**src/design/pff_mul.sv**
```systemverilog
// Shared 32 by 32 bit unsigned multiplier with a registered product.
module pff_mul (
    input  logic        i_clk,
    input  logic [31:0] i_a,
    input  logic [31:0] i_b,
    output logic [63:0] o_p
);

    logic [63:0] r_p;

    // One product per cycle, available in the next cycle.
    always_ff @(posedge i_clk) begin
        r_p <= i_a * i_b;
    end

    assign o_p = r_p;

endmodule

```
**config.mk**
```make
export PLATFORM = sky130hd
export DESIGN_NAME = pff_mul
export DESIGN_NICKNAME = d
export VERILOG_FILES = /design/src/design/pff_mul.sv
export SDC_FILE = /design/constraint.sdc
export NUM_CORES = 2
export LEC_CHECK = 0
export ABC_AREA = 1
export BUFFER_PORTS_ARGS = -buffer_cell sky130_fd_sc_hd__buf_4
export CAP_MARGIN = 30
export CORE_UTILIZATION = 25
export DETAILED_ROUTE_END_ITERATION = 16
export GPL_ROUTABILITY_DRIVEN = 0
export SLEW_MARGIN = 10
export SYNTH_ARGS = -nofsm -noshare
export SYNTH_HDL_FRONTEND = slang
export SYNTH_SLANG_ARGS = --single-unit
```
**constraint.sdc**
```tcl
create_clock -name i_clk -period 16 [get_ports i_clk]
set_input_delay 1.6 -clock i_clk [delete_from_list [all_inputs] [get_ports i_clk]]
set_output_delay 1.6 -clock i_clk [all_outputs]
set_load 0.02 [all_outputs]
```
# Word level (Yosys, flattened, before mapping)
# Cells that the tools add are included.
# op_classes
multipliers	1
# ops
op	n
$mul 32x32->64	1
# totals
regBits	64
input_bits	65
output_inout_bits	64
wordCells	2

# Depth between registers and ports, before layout
# depth
word_depth	1
depth_mapped	30
depth_no_buf	29

# Worst setup path before layout
# OpenSTA, ideal clock, no wires.
# synth_timing
path_kind	input to register
from	input i_a[25]
to	register r_p[60] (netlist: o_p[60])
arrival_time_ps	7302
setup_slack_ps	8586
stages	26
cell_sequence	clkbuf_1 -> nand2_1 -> fa_1 -> inv_1 -> fa_1 -> inv_1 -> fa_1 -> inv_1 -> fa_1 -> fa_1 -> fa_1 -> fa_1 -> inv_1 -> fa_1 -> inv_1 -> ha_1 -> nand2_1 -> nand2_1 -> a21oi_1 -> nand2_1 -> nand2_1 -> nand2_1 -> a21oi_1 -> nand2_1 -> nand2_1 -> nand2_1
# synth_between
elab_chain_len	1
# synth_lines
item	line_no	text
start: declaration	4	input logic [31:0] i_a,
$mul 32x32->64	13	r_p <= i_a * i_b;
end signal: assignment	13	
end: declaration	9	logic [63:0] r_p;
# Every way passes these cells.

# Final worst setup path
# layout_timing
from	input i_a[20]
to	register r_p[61] (netlist: o_p[61])
# The elaborated chain is that of the path after synthesis.

==> impl_metrics.tcl <==
set metrics [dict create \
    status "complete, no violations" \
    cts_buffers 9 \
    synth_cell_type_count 23 \
    timing.hold.ws_ps 1650 \
    cpPeakStageDelay_ps 560 \
    crit_slowest_cell "fa_1" \
    grt_usage 0.150 \
    drc 0 \
    synth_top_area_cell "fa_1" \
    wl_per_cell_um 15.9 \
    nets 6194 \
    dp_cells 6889 \
    overflow 0 \
    die_w_um 389 \
    hold_violations 0 \
    post-cts-setup-buffer-count 0 \
    grt_pass1_wl_um 178000 \
    dp_hpwl_um 90500 \
    cts_sinks 64 \
    final_antenna_net_count 0 \
    synth_edf_count 0 \
    pin_count 129 \
    path_clk_slew_ps 80 \
    ys_warn_count 0 \
    std_cell_rows 141 \
    cp_common_cell "fa_1" \
    core_area_mm2 0.148 \
    synth_nets 6247 \
    cp.arrival_ps 8180 \
    fin_cells 6906 \
    h-tree-depth 3 \
    cts_root_buffer "clkbuf_16" \
    postLayoutCoreUtil 0.273 \
    end_kind "flip-flop" \
    synth_area_leaders "fa_1 (48%), inv_1 (17%), nand2_1 (16%)" \
    syn_area_mm2 0.0374 \
    finalCriticalPeriod_ps 7930 \
    clock_path_buffers 2 \
    worst_slew_pin_slew_ps 602 \
    vias_per_cell 4.27 \
    setup_tns_ps 0 \
    cp.required_ps 16250 \
    crit_chain "buf_4 > nand2_1 > inv_1 > fa_1 > fa_1 > inv_1 > fa_1 > fa_1 > inv_1 > fa_1 > fa_1 > fa_1 > fa_1 > ha_1 > nand2_1 > nor2_1 > nand2_1 > nor2_1 > nand2_1 > nand2_1 > nand2_1 > nand3_1 > nand2_1" \
    rsz0062_at_grt "false" \
    initial_core_util 0.252 \
    critPathMaxFanout 32 \
    io_buffers 128 \
    die-area_mm2 0.151 \
    cp-start-kind "primary input" \
    grt_pass1_vias 31800 \
    antenna_found_initial 1 \
    ys_async_sr_fraction 0 \
    synth_common_cells "inv_1 (1723), nand2_1 (1566), fa_1 (896)" \
    hold_path.class "primary input to flip-flop" \
    max_freq_mhz 126 \
    seq_area_frac_synth 0.0343 \
    die_h_um 389 \
    yosysTopAreaCellShare 0.480 \
    grt_max_degree 33 \
    drt-initial-drc-count 2015 \
    cts_resized 0 \
    yosys_register_bits 64 \
    largest_register_ffs 64 \
    nFillCells 16200 \
    synth.most_common_cell "inv_1" \
    avgSynthCellArea_um2 7.45 \
    drive_gt1_frac 0.0418 \
    wl_um 110000 \
    slew_headroom 0.599 \
    vias 29500 \
    postCtsHoldBufs 0 \
    ys.flop_type "dfxtp_1" \
    drv_slew 0 \
    setup_viol_count_final 0 \
    fin_crit_sh 0.496 \
    syn2layout_area_growth_pct 7.98 \
    drv_cap 0 \
    syn_inst 5023 \
    critical_path_class "primary input to flip-flop" \
    first_pass_iters 5 \
    cts_tree "done" \
]
layer usage:
metal  GRT usage  vias up  wire length [um]
li1            -    13500                 -
met1       0.195    14900             45500
met2       0.266      943             55300
met3      0.0191      125              7160
met4      0.0300        0              2140
met5           0        -                 0
kinds of logic (layout without fill, tap and decap cells):
group / Yosys count / after routing / synth area share
AOI/OAI and AO/OA: 57 / 57 / 0.00853
xor gates and xnor gates: 35 / 35 / 0.00820
other: 0 / 1 / 0
adders and majority gates: 1159 / 1159 / 0.568
buffers and inverters: 1927 / 1879 / 0.193
and+or+nand+nor: 1781 / 1781 / 0.188
DFF: 64 / 64 / 0.0343
cell usage in the layout (no fill, tap or decap), types with 3 or more instances in the layout:
cell type / count
inv_1: 1723
nand2_1: 1566
fa_1: 896
ha_1: 263
buf_4: 128
nor2_1: 81
dfxtp_1: 64
nand3_1: 56
a21oi_1: 43
xor2_1: 33
nand4_1: 16
nand2_2: 15
nor2_2: 14
inv_2: 12
nor3_1: 11
o21bai_1: 11
nand3_2: 9
clkbuf_16: 9
nor2_4: 6
nor3_2: 6
inv_6: 3
path summary, 6_finish.rpt:
path,from,endpoint,slack [ps],depth (start not counted)
setup / recovery,i_a[20],o_p[61],8070,23
hold / removal,i_b[0],o_p[0],1650,3
worst max-delay path, delay by kind of cell:
| family | cells | cell delay (ps) |
|---|---|---|
| adders and majority gates | 9 | 4510 |
| buffers and inverters | 4 | 640 |
| and+or+nand+nor | 10 | 1370 |
stage by stage:
stage                     worst slack (ps)  area (um2)
after floorplan                       8590       37400
after global placement                7720       40100
after detailed placement              7710       40100
after CTS                             8090       40400
after global routing                  7700       40400
final                                 8070       40400
area by class of cell:
cell class / instances / area (um2) / area share
clock buffer: 9 / 225 / 0.00558
multi-input combinational: 3032 / 28900 / 0.715
timing repair buffer: 128 / 961 / 0.0238
tap: 1930 / 2410 / 0.0598
clock inverter: 7 / 101 / 0.00251
sequential: 64 / 1280 / 0.0317
antenna: 1 / 2.50 / 0.0000620
inverter: 1735 / 6510 / 0.161
Power is not shown: default switching activity piles up to over one toggle a cycle in this logic, so the estimate is an artifact.
