[config.mk]
export PLATFORM = sky130hd
export DESIGN_NAME = pff_div
export DESIGN_NICKNAME = d
export VERILOG_FILES = /design/src/design/pff_pkg.sv /design/src/design/pff_div.sv
export SDC_FILE = /design/constraint.sdc
export NUM_CORES = 1
export LEC_CHECK = 0
export BUFFER_PORTS_ARGS = -buffer_cell sky130_fd_sc_hd__buf_2
export CAP_MARGIN = 20
export CORE_MARGIN = 5
export CORE_UTILIZATION = 55
export DETAILED_ROUTE_END_ITERATION = 6
export PLACE_DENSITY_LB_ADDON = 0.08
export SYNTH_ARGS = -nofsm -noshare
export SYNTH_HDL_FRONTEND = slang
export SYNTH_SLANG_ARGS = --single-unit
[constraint.sdc]
create_clock -name i_clk -period 3.5 [get_ports i_clk]
set_input_delay 0 -clock i_clk [delete_from_list [all_inputs] [get_ports i_clk]]
set_output_delay 0 -clock i_clk [all_outputs]
set_load 0.005 [all_outputs]
[src/design/pff_pkg.sv]
// Package of shared types, constants and codes of the pipe friction factor core.
package pff_pkg;

    // Fraction bits of the friction factor result.
    localparam int RESULT_FRAC_BITS = 24;

    // Working value width (signed, Q.30) and magnitude width fed to the shared units.
    localparam int VW = 56;
    localparam int MW = 48;
    localparam int DW = 64;

    // Constants in Q.30, rounded to nearest.
    localparam logic [31:0] Q30_LN2  = 32'd744261118;
    localparam logic [31:0] Q30_C079 = 32'd848256041;
    localparam logic [31:0] Q30_C164 = 32'd1760936591;
    localparam logic [31:0] Q30_C086 = 32'd923417969;
    localparam logic [31:0] Q30_C251 = 32'd2695091978;
    localparam logic [31:0] SAT_VALUE = 32'hFFFF_FFFF;

    // 11/37 scaled by 2^30 and rounded up; the product with a 24-bit roughness,
    // shifted right by 30, gives floor(11 * eps / 37) exactly.
    localparam logic [31:0] EPS_DIV37 = 32'd319220543;

    // Status codes.
    localparam logic [1:0] ST_OK     = 2'd0;
    localparam logic [1:0] ST_RANGE  = 2'd1;
    localparam logic [1:0] ST_NOCONV = 2'd2;
    localparam logic [1:0] ST_SAT    = 2'd3;

    // Configuration register indexes.
    localparam logic [1:0] CFG_LAMINAR = 2'd0;
    localparam logic [1:0] CFG_SMOOTH  = 2'd1;
    localparam logic [1:0] CFG_MAXIT   = 2'd2;
    localparam logic [1:0] CFG_TOL     = 2'd3;

    typedef logic signed [VW-1:0] t_val;

    // Request to and response from the shared divider.
    typedef struct packed {
        logic          start;
        logic [DW-1:0] dividend;
        logic [MW-1:0] divisor;
    } t_div_req;

    typedef struct packed {
        logic          done;
        logic [DW-1:0] quot;
    } t_div_rsp;

endpackage

[src/design/pff_div.sv]
// Shared restoring divider, one quotient bit per cycle.
module pff_div (
    input  logic              i_clk,
    input  logic              i_rst_n,
    input  pff_pkg::t_div_req i_req,
    output pff_pkg::t_div_rsp o_rsp
);

    logic [pff_pkg::DW-1:0] r_q;
    logic [pff_pkg::MW-1:0] r_rem;
    logic [pff_pkg::MW-1:0] r_dvs;
    logic [5:0]             r_cnt;
    logic                   r_busy;
    logic                   r_done;
    logic [pff_pkg::MW:0]   sh;
    logic                   ge;

    // Trial subtraction of the shifted partial remainder.
    assign sh = {r_rem, r_q[pff_pkg::DW-1]};
    assign ge = (sh >= {1'b0, r_dvs});

    // Control: busy flag, bit counter and done pulse.
    always_ff @(posedge i_clk) begin
        if (!i_rst_n) begin
            r_busy <= 1'b0;
            r_done <= 1'b0;
            r_cnt  <= '0;
        end else begin
            r_done <= 1'b0;
            if (i_req.start) begin
                r_busy <= 1'b1;
                r_cnt  <= '0;
            end else if (r_busy) begin
                r_cnt <= r_cnt + 6'd1;
                if (r_cnt == 6'd63) begin
                    r_busy <= 1'b0;
                    r_done <= 1'b1;
                end
            end
        end
    end

    // Datapath: the dividend register fills up with quotient bits.
    always_ff @(posedge i_clk) begin
        if (i_req.start) begin
            r_q   <= i_req.dividend;
            r_rem <= '0;
            r_dvs <= i_req.divisor;
        end else if (r_busy) begin
            r_q   <= {r_q[pff_pkg::DW-2:0], ge};
            r_rem <= ge ? pff_pkg::MW'(sh - {1'b0, r_dvs}) : sh[pff_pkg::MW-1:0];
        end
    end

    assign o_rsp.done = r_done;
    assign o_rsp.quot = r_q;

endmodule

# Word level (Yosys, flattened, before mapping)
# Index checks and enable logic that the tools add are counted.
[classes]
eq_ne = 1
bitwise = 2
add_sub_neg = 2
magnitude_cmp = 1
mux = 7
n_reduce_logical = 3
[op_table]
columns = ["cell", "count"]
rows = [
  ["two-way mux 64 bit", 2],
  ["greater-or-equal comparator 49 x 48 -> 1 bit", 1],
  ["two-way mux 48 bit", 1],
  ["subtractor 48 bit", 1],
  ["adder 6 x 1 -> 6 bit, second input constant", 1],
  ["equality test 6 bit, second input constant", 1],
  ["two-way mux 1 bit", 4],
  ["OR reduction 3 bit", 1],
  ["inverter 1 bit", 2],
  ["nonzero test 2 bit", 1],
  ["OR reduction 2 bit", 1],
]
[word_totals]
out_inout_bits = 65
input_bits = 115
reg_bits = 168
elab_cells = 22

# Depth between registers and ports, before layout
# Gate-level depths: netlist (run 1).
[logic_depth]
ltp_word = 4
ltp_mapped = 14
ltp_nobuf = 13

# Worst setup path before layout (run 1)
# OpenSTA, ideal clock, no wires.
[synth_path]
path_kind = "register to register"
from = "register r_q[63] (netlist name)"
to = "register r_rem[44] (netlist name)"
path_slack_ps = 527
t_arrival_ps = 2893
path_stages_with_launch = 14
setup_time_ps = 79
cell_sequence = "edfxtp_1 > inv_1 > ha_1 > fa_1 > and2b_1 > o2111ai_1 > a31oi_1 > a21o_1 > o31a_1 > a21oi_2 > o21ai_2 > a41oi_1 > mux2_2 > a211oi_2"
[synth_between]
elab_chain_cells = 2
elab_cells_between_ends = 3
classes_between = "add/sub: 1; order compare: 1; mux: 1"
[synth_lines]
columns = ["item", "line_no", "source"]
rows = [
  ["from (decl)", "pff_div.sv:9", "logic [pff_pkg::DW-1:0] r_q;"],
  ["from (signal assigned)", "pff_div.sv:46", "r_q <= i_req.dividend;"],
  ["from (signal assigned)", "pff_div.sv:50", "r_q <= {r_q[pff_pkg::DW-2:0], ge};"],
  ["subtractor 48 bit or greater-or-equal comparator 49 x 48 -> 1 bit (tied branches)", "pff_div.sv:51, pff_div.sv:20", ""],
  ["two-way mux 48 bit (*)", "pff_div.sv:51", "r_rem <= ge ? pff_pkg::MW'(sh - {1'b0, r_dvs}) : sh[pff_pkg::MW-1:0];"],
  ["to (signal assigned)", "pff_div.sv:51", ""],
  ["to (decl)", "pff_div.sv:10", "logic [pff_pkg::MW-1:0] r_rem;"],
]
# Every way passes the cells marked *; elsewhere a longest branch is shown, timed or not.
# A chain may end at the register's enable or synchronous reset.

# Worst setup path after layout (run 1)
# Ends and elaborated chain as after synthesis.

==> results of run 1 <==
## sequential cells by signal, indices dropped and copies added, names as in the netlist
name and count:
r_busy 1, r_q 64, r_cnt 6, r_rem 48, r_dvs 48, r_done 1
## what timing repair did
action | 4_1_cts | 5_1_grt
hold buffers | 113 | 0
gates resized for setup | 0 | 0
endpoints found under the hold margin | 119 | 0
endpoints found under the setup margin | 0 | 0
## through the flow
stage	hold WS (ns)	worst slack [ns]	util, %
finish	0.1040	0.2466	71.96
global route	0.1106	0.01855	71.96
detailed placement	0.1781	0.3041	62.07
floorplan	0.09887	0.5274	-
CTS	0.08928	0.2753	71.96
global placement	0.1762	0.3567	62.07
## final timing paths
kind                                       startpoint                endpoint  slack (ns)  cells after the start
worst max-delay path                r_q[63]$_DFFE_PP_  r_rem[44]$_SDFFE_PP0P_        0.25                     13
worst min-delay path                       i_req[112]      r_dvs[7]$_DFFE_PP_        0.10                      1
worst max register to register      r_q[63]$_DFFE_PP_  r_rem[44]$_SDFFE_PP0P_        0.25                     13
worst min register to register  r_cnt[5]$_SDFFE_PP0P_       r_done$_SDFF_PP0_        0.48                      2
## layout by cell type, fill, tap and decap left out, types with 20 or more instances in the layout
cell,n
dfxtp_1,55
a21o_1,23
xor2_1,20
mux2_2,66
nor2_1,75
dlygate4sd3_1,113
xnor2_1,22
edfxtp_1,112
inv_1,63
nand2_1,114
buf_2,178
a21oi_1,55
o21ai_0,34
a311oi_2,20
ha_1,49
## kinds of logic (layout without fill, tap and decap cells)
logic type / Yosys count / count (layout) / synth area share [%]
and+or+nand+nor: 273 / 273 / 12.78
AOI/OAI and AO/OA: 217 / 217 / 16.92
DFF: 168 / 168 / 46.83
buffers and inverters: 111 / 396 / 4.835
muxes: 70 / 70 / 8.180
adders and majority gates: 50 / 50 / 6.612
xor gates and xnor gates: 42 / 42 / 3.842
## area by class of cell
| class | instances | area [um^2] |
|---|---|---|
| clock buffers | 18 | 429.2 |
| clock inverters | 14 | 137.6 |
| fillers | 1246 | 4817 |
| inverters | 63 | 236.5 |
| multi-input cells | 652 | 4636 |
| flip-flops and latches | 168 | 4488 |
| well taps | 225 | 281.5 |
| repair buffers | 301 | 2151 |
## per-layer routing
| layer | vias to the layer above | routed length (um) |
|---|---|---|
| li1 | 3924 | - |
| met2 | 233 | 11600 |
| met5 | - | 0 |
| met3 | 36 | 1569 |
| met1 | 3790 | 10530 |
| met4 | 0 | 424 |
## power by group through the flow
stage	registers, mW	clock network [mW]	logic (mW)
CTS	2.44	1.88	1.44
global placement	2.47	0	1.31
finish	2.44	1.86	1.45
global route	2.46	1.98	1.61
detailed placement	2.47	0	1.33
floorplan	2.45	0	0.956
## critical path, stage by stage, from the launching register on
cell       delay (ns)
edfxtp_1         0.42
inv_1            0.09
ha_1             0.20
fa_1             0.20
and2b_1          0.21
o2111ai_1        0.23
a31oi_1          0.14
a21o_1           0.24
o31a_1           0.30
a21oi_2          0.25
o21ai_2          0.13
a41oi_1          0.23
mux2_2           0.36
a211oi_2         0.20
==> results_dict.tcl, run 1 <==
set metrics [dict create \
    clk_latency_ns 0.44 \
    start_util_pct 55.75 \
    port_buffers 179 \
    critical_path_class "reg2reg" \
    cts_root_buffer "clkbuf_16" \
    syn_to_final_growth_pct 29.07 \
    hold_viol 0 \
    synth_warnings 0 \
    slew_headroom_pct 48.67 \
    drt_pass1_iterations 5 \
    grt.met1_usage_pct 31.37 \
    cts.clk_slew.worst_paths_ns 0.07 \
    hold_class "in2reg" \
    switching_share_pct 30.73 \
    setup_violations 0 \
    intPower_mw 3.983 \
    grt_max_degree 87 \
    ctsLongestPathBuffers 2 \
    ys_async_sr_fraction_pct 0 \
    htreeDepth 4 \
    antenna_cells 0 \
    grt-ovfl-total 0 \
    peakVddDrop_uv 347.5 \
    final_cell_area_um2 12360 \
    layout_min_cycle_time_ns 3.253 \
    p_sw_mw 1.767 \
    syn_avg_cell_area_um2 10.29 \
    place_congestion 0.8559 \
    synth_area_leader_cell "edfxtp_1" \
    place_area_um2 10660 \
    synth_edf_count 112 \
    vias 7983 \
    post-dp-hpwl_mm 15.76 \
    syn_area_um2 9575 \
    drc 0 \
    die_h_um 141.9 \
    synth_top_area_share_pct 35.12 \
    yosys_most_used_dff "edfxtp_1" \
    clock-sinks 168 \
    finalClockSkew_ns 0.008980 \
    antenna_found_initial 0 \
    synth_most_common_cell "nand2_1" \
    rsz0062_at_grt "false" \
    ios 180 \
    drive_gt1_share_pct 26.07 \
    syn_nets 1096 \
    placed_cells 1296 \
    netlist-cell-type-count 63 \
    grt.busiest_layer "met2" \
    wire_per_inst_um 16.74 \
    fmax_ghz 0.3074 \
    vias_per_cell 5.540 \
    ant_nets 0 \
    stdcell_count 1441 \
    die-area_um2 20150 \
    synth_seq_area_share_pct 46.83 \
    start_kind "flip-flop" \
    syn-instance-count 931 \
    grt_first_pass_wirelength_mm 39.94 \
    use_met2_pct 40.74 \
    powerDensity_nw_per_um2 465.2 \
    cp_max_fo 4 \
    p_total_mw 5.750 \
    cp.required_ns 3.86 \
    grtUsageTotal_pct 24.45 \
    status "complete, no violations" \
    tightest_slew_ns 0.7700 \
    die_x_um 141.9 \
    ys_ff_latch 168 \
    seqPwrFrac_pct 42.5 \
    comb_power_share_pct 25.2 \
    cts_tree "done" \
    grt_pass1_vias 8015 \
    synth_commonest_cells "nand2_1, edfxtp_1, nor2_1" \
    cts_setup_buffers 0 \
    finalWirelength_mm 24.13 \
    core_um2 17180 \
    p_leak_nw 5.218 \
    power_frac_clock_pct 32.3 \
    final_nets 1368 \
    num_rows 48 \
    synth.area.top_cells "edfxtp_1, dfxtp_1, mux2_2" \
    slew_viol_final 0 \
    drt_iter0_markers 414 \
    cap_violations 0 \
    cts-buffers-inserted 17 \
    fin_crit_sh_pct 92.95 \
    arrival_ns 3.61 \
    crit_path_end_kind "flip-flop" \
    grt.met3_usage_pct 7.124 \
    setup_tns_ns 0 \
]
(Power assumes the default switching activity.)
==> run 2, diff against run 1 <==
- CTS_BUF_LIST: unset -> sky130_fd_sc_hd__clkbuf_8
==> results_dict.tcl, run 2 (synthesis gave the netlist of run 1 again) <==
set metrics [dict create \
    status "complete, no violations" \
    p_leak_nw 5.137 \
    drc 0 \
    die-area_um2 20150 \
    htreeDepth 4 \
    grt-ovfl-total 0 \
    switching_share_pct 32.35 \
    rsz0062_at_grt "false" \
    crit_path_end_kind "flip-flop" \
    mostFrequentLayoutCells "buf_2, nand2_1, dlygate4sd3_1, edfxtp_1, nor2_1" \
    drt_pass1_iterations 5 \
    cp.required_ns 3.89 \
    port_buffers 179 \
    finalClockSkew_ns 0.01598 \
    intPower_mw 3.562 \
    cap_violations 0 \
    regArea_um2 4488 \
    ant_nets 0 \
    final_util_pct 70.90 \
    multi_input_area_um2 4643 \
    seqPwrFrac_pct 46.3 \
    drt_iter0_markers 434 \
    setup_violations 0 \
    grt_pass1_vias 7976 \
    power_frac_clock_pct 26.1 \
    layout_min_cycle_time_ns 3.225 \
    layout_commonest_cell "buf_2" \
    final_nets 1368 \
    cts.clk_slew.worst_paths_ns 0.10 \
    num_rows 48 \
    grtUsageTotal_pct 24.15 \
    powerDensity_nw_per_um2 432.4 \
    hold_viol 0 \
    die_x_um 141.9 \
    hold_class "in2reg" \
    cts-buffers-inserted 17 \
    ios 180 \
    slew_viol_final 0 \
    arrival_ns 3.61 \
    finalWirelength_mm 23.91 \
    critical_path_class "reg2reg" \
    start_util_pct 55.75 \
    drive_gt1_share_pct 26.07 \
    cts_root_buffer "clkbuf_8" \
    fin_crit_sh_pct 92.13 \
    cts_setup_buffers 0 \
    whs_ns 0.04730 \
    grt_first_pass_wirelength_mm 39.54 \
    final_cell_area_um2 12180 \
    peakVddDrop_uv 336.6 \
    place_congestion 0.8559 \
    post-dp-hpwl_mm 15.76 \
    nFillCells 1280 \
    comb_power_share_pct 27.5 \
    p_sw_mw 1.703 \
    ctsLongestPathBuffers 2 \
    slew_headroom_pct 48.18 \
    wire_per_inst_um 16.58 \
    fmax_ghz 0.3101 \
    place_area_um2 10660 \
    top_regs "r_q x64, r_dvs x48, r_rem x48" \
    top_register "r_q" \
    die_h_um 141.9 \
    cp_max_fo 4 \
    grt_max_degree 87 \
    start_kind "flip-flop" \
    vias_per_cell 5.525 \
    clock-sinks 168 \
    vias 7967 \
    largest_register_ffs 64 \
    clk_latency_ns 0.46 \
    syn_to_final_growth_pct 27.18 \
    antenna_found_initial 0 \
    tightest_slew_ns 0.7772 \
    cts_tree "done" \
    setup_tns_ns 0 \
    core_um2 17180 \
]
-- run 2: critical path, stage by stage, from the launching register on --
cell       delay (ns)
edfxtp_1         0.43
inv_1            0.09
ha_1             0.20
fa_1             0.20
and2b_1          0.21
o2111ai_1        0.23
a31oi_1          0.14
a21o_1           0.24
o31a_1           0.32
a21oi_4          0.20
o21ai_2          0.12
a41oi_1          0.23
mux2_2           0.36
a211oi_2         0.20
-- run 2: metal layers --
metal	GRT usage, %	wire length [um]
met2	40.06	11470
met3	6.384	1405
met1	31.47	10640
met4	6.818	400
met5	0	0
-- run 2: worst paths after layout --
| check | startpoint | slack [ns] | cells after the start | to |
|---|---|---|---|---|
| max | r_q[63]$_DFFE_PP_ | 0.28 | 13 | r_rem[44]$_SDFFE_PP0P_ |
| min reg2reg | r_cnt[5]$_SDFFE_PP0P_ | 0.49 | 2 | r_done$_SDFF_PP0_ |
| max reg2reg | r_q[63]$_DFFE_PP_ | 0.28 | 13 | r_rem[44]$_SDFFE_PP0P_ |
| min | i_req[112] | 0.05 | 1 | r_dvs[7]$_DFFE_PP_ |
-- run 2: layout make-up --
class | instances | share of cell area (%)
clock inverters | 15 | 1.161
well taps | 225 | 2.312
flip-flops and latches | 168 | 36.85
multi-input cells | 652 | 38.13
inverters | 63 | 1.942
repair buffers | 301 | 17.66
clock buffers | 17 | 1.921
diodes | 1 | 0.02055
-- run 2: repair_timing --
| action | 4_1_cts | 5_1_grt |
|---|---|---|
| setup endpoints to repair | 0 | 1 |
| hold endpoints to repair | 120 | 0 |
| hold buffers | 113 | 0 |
| gates resized for setup | 0 | 1 |
-- run 2: metrics by stage --
step	std cells	setup WS (ns)	total power [mW]
after floorplan	931	0.5274	3.407
after global placement	1296	0.3567	3.785
after detailed placement	1296	0.3041	3.806
after CTS	1441	0.2690	5.264
after global routing	1441	0.05325	5.564
final	1442	0.2753	5.265
-- run 2: power by group through the flow --
stage                     clock network, mW  registers, mW  logic [mW]
after floorplan                           0           2.45       0.956
after global placement                    0           2.47        1.31
after detailed placement                  0           2.47        1.33
after CTS                              1.39           2.43        1.44
after global routing                   1.49           2.46        1.61
final                                  1.38           2.44        1.45
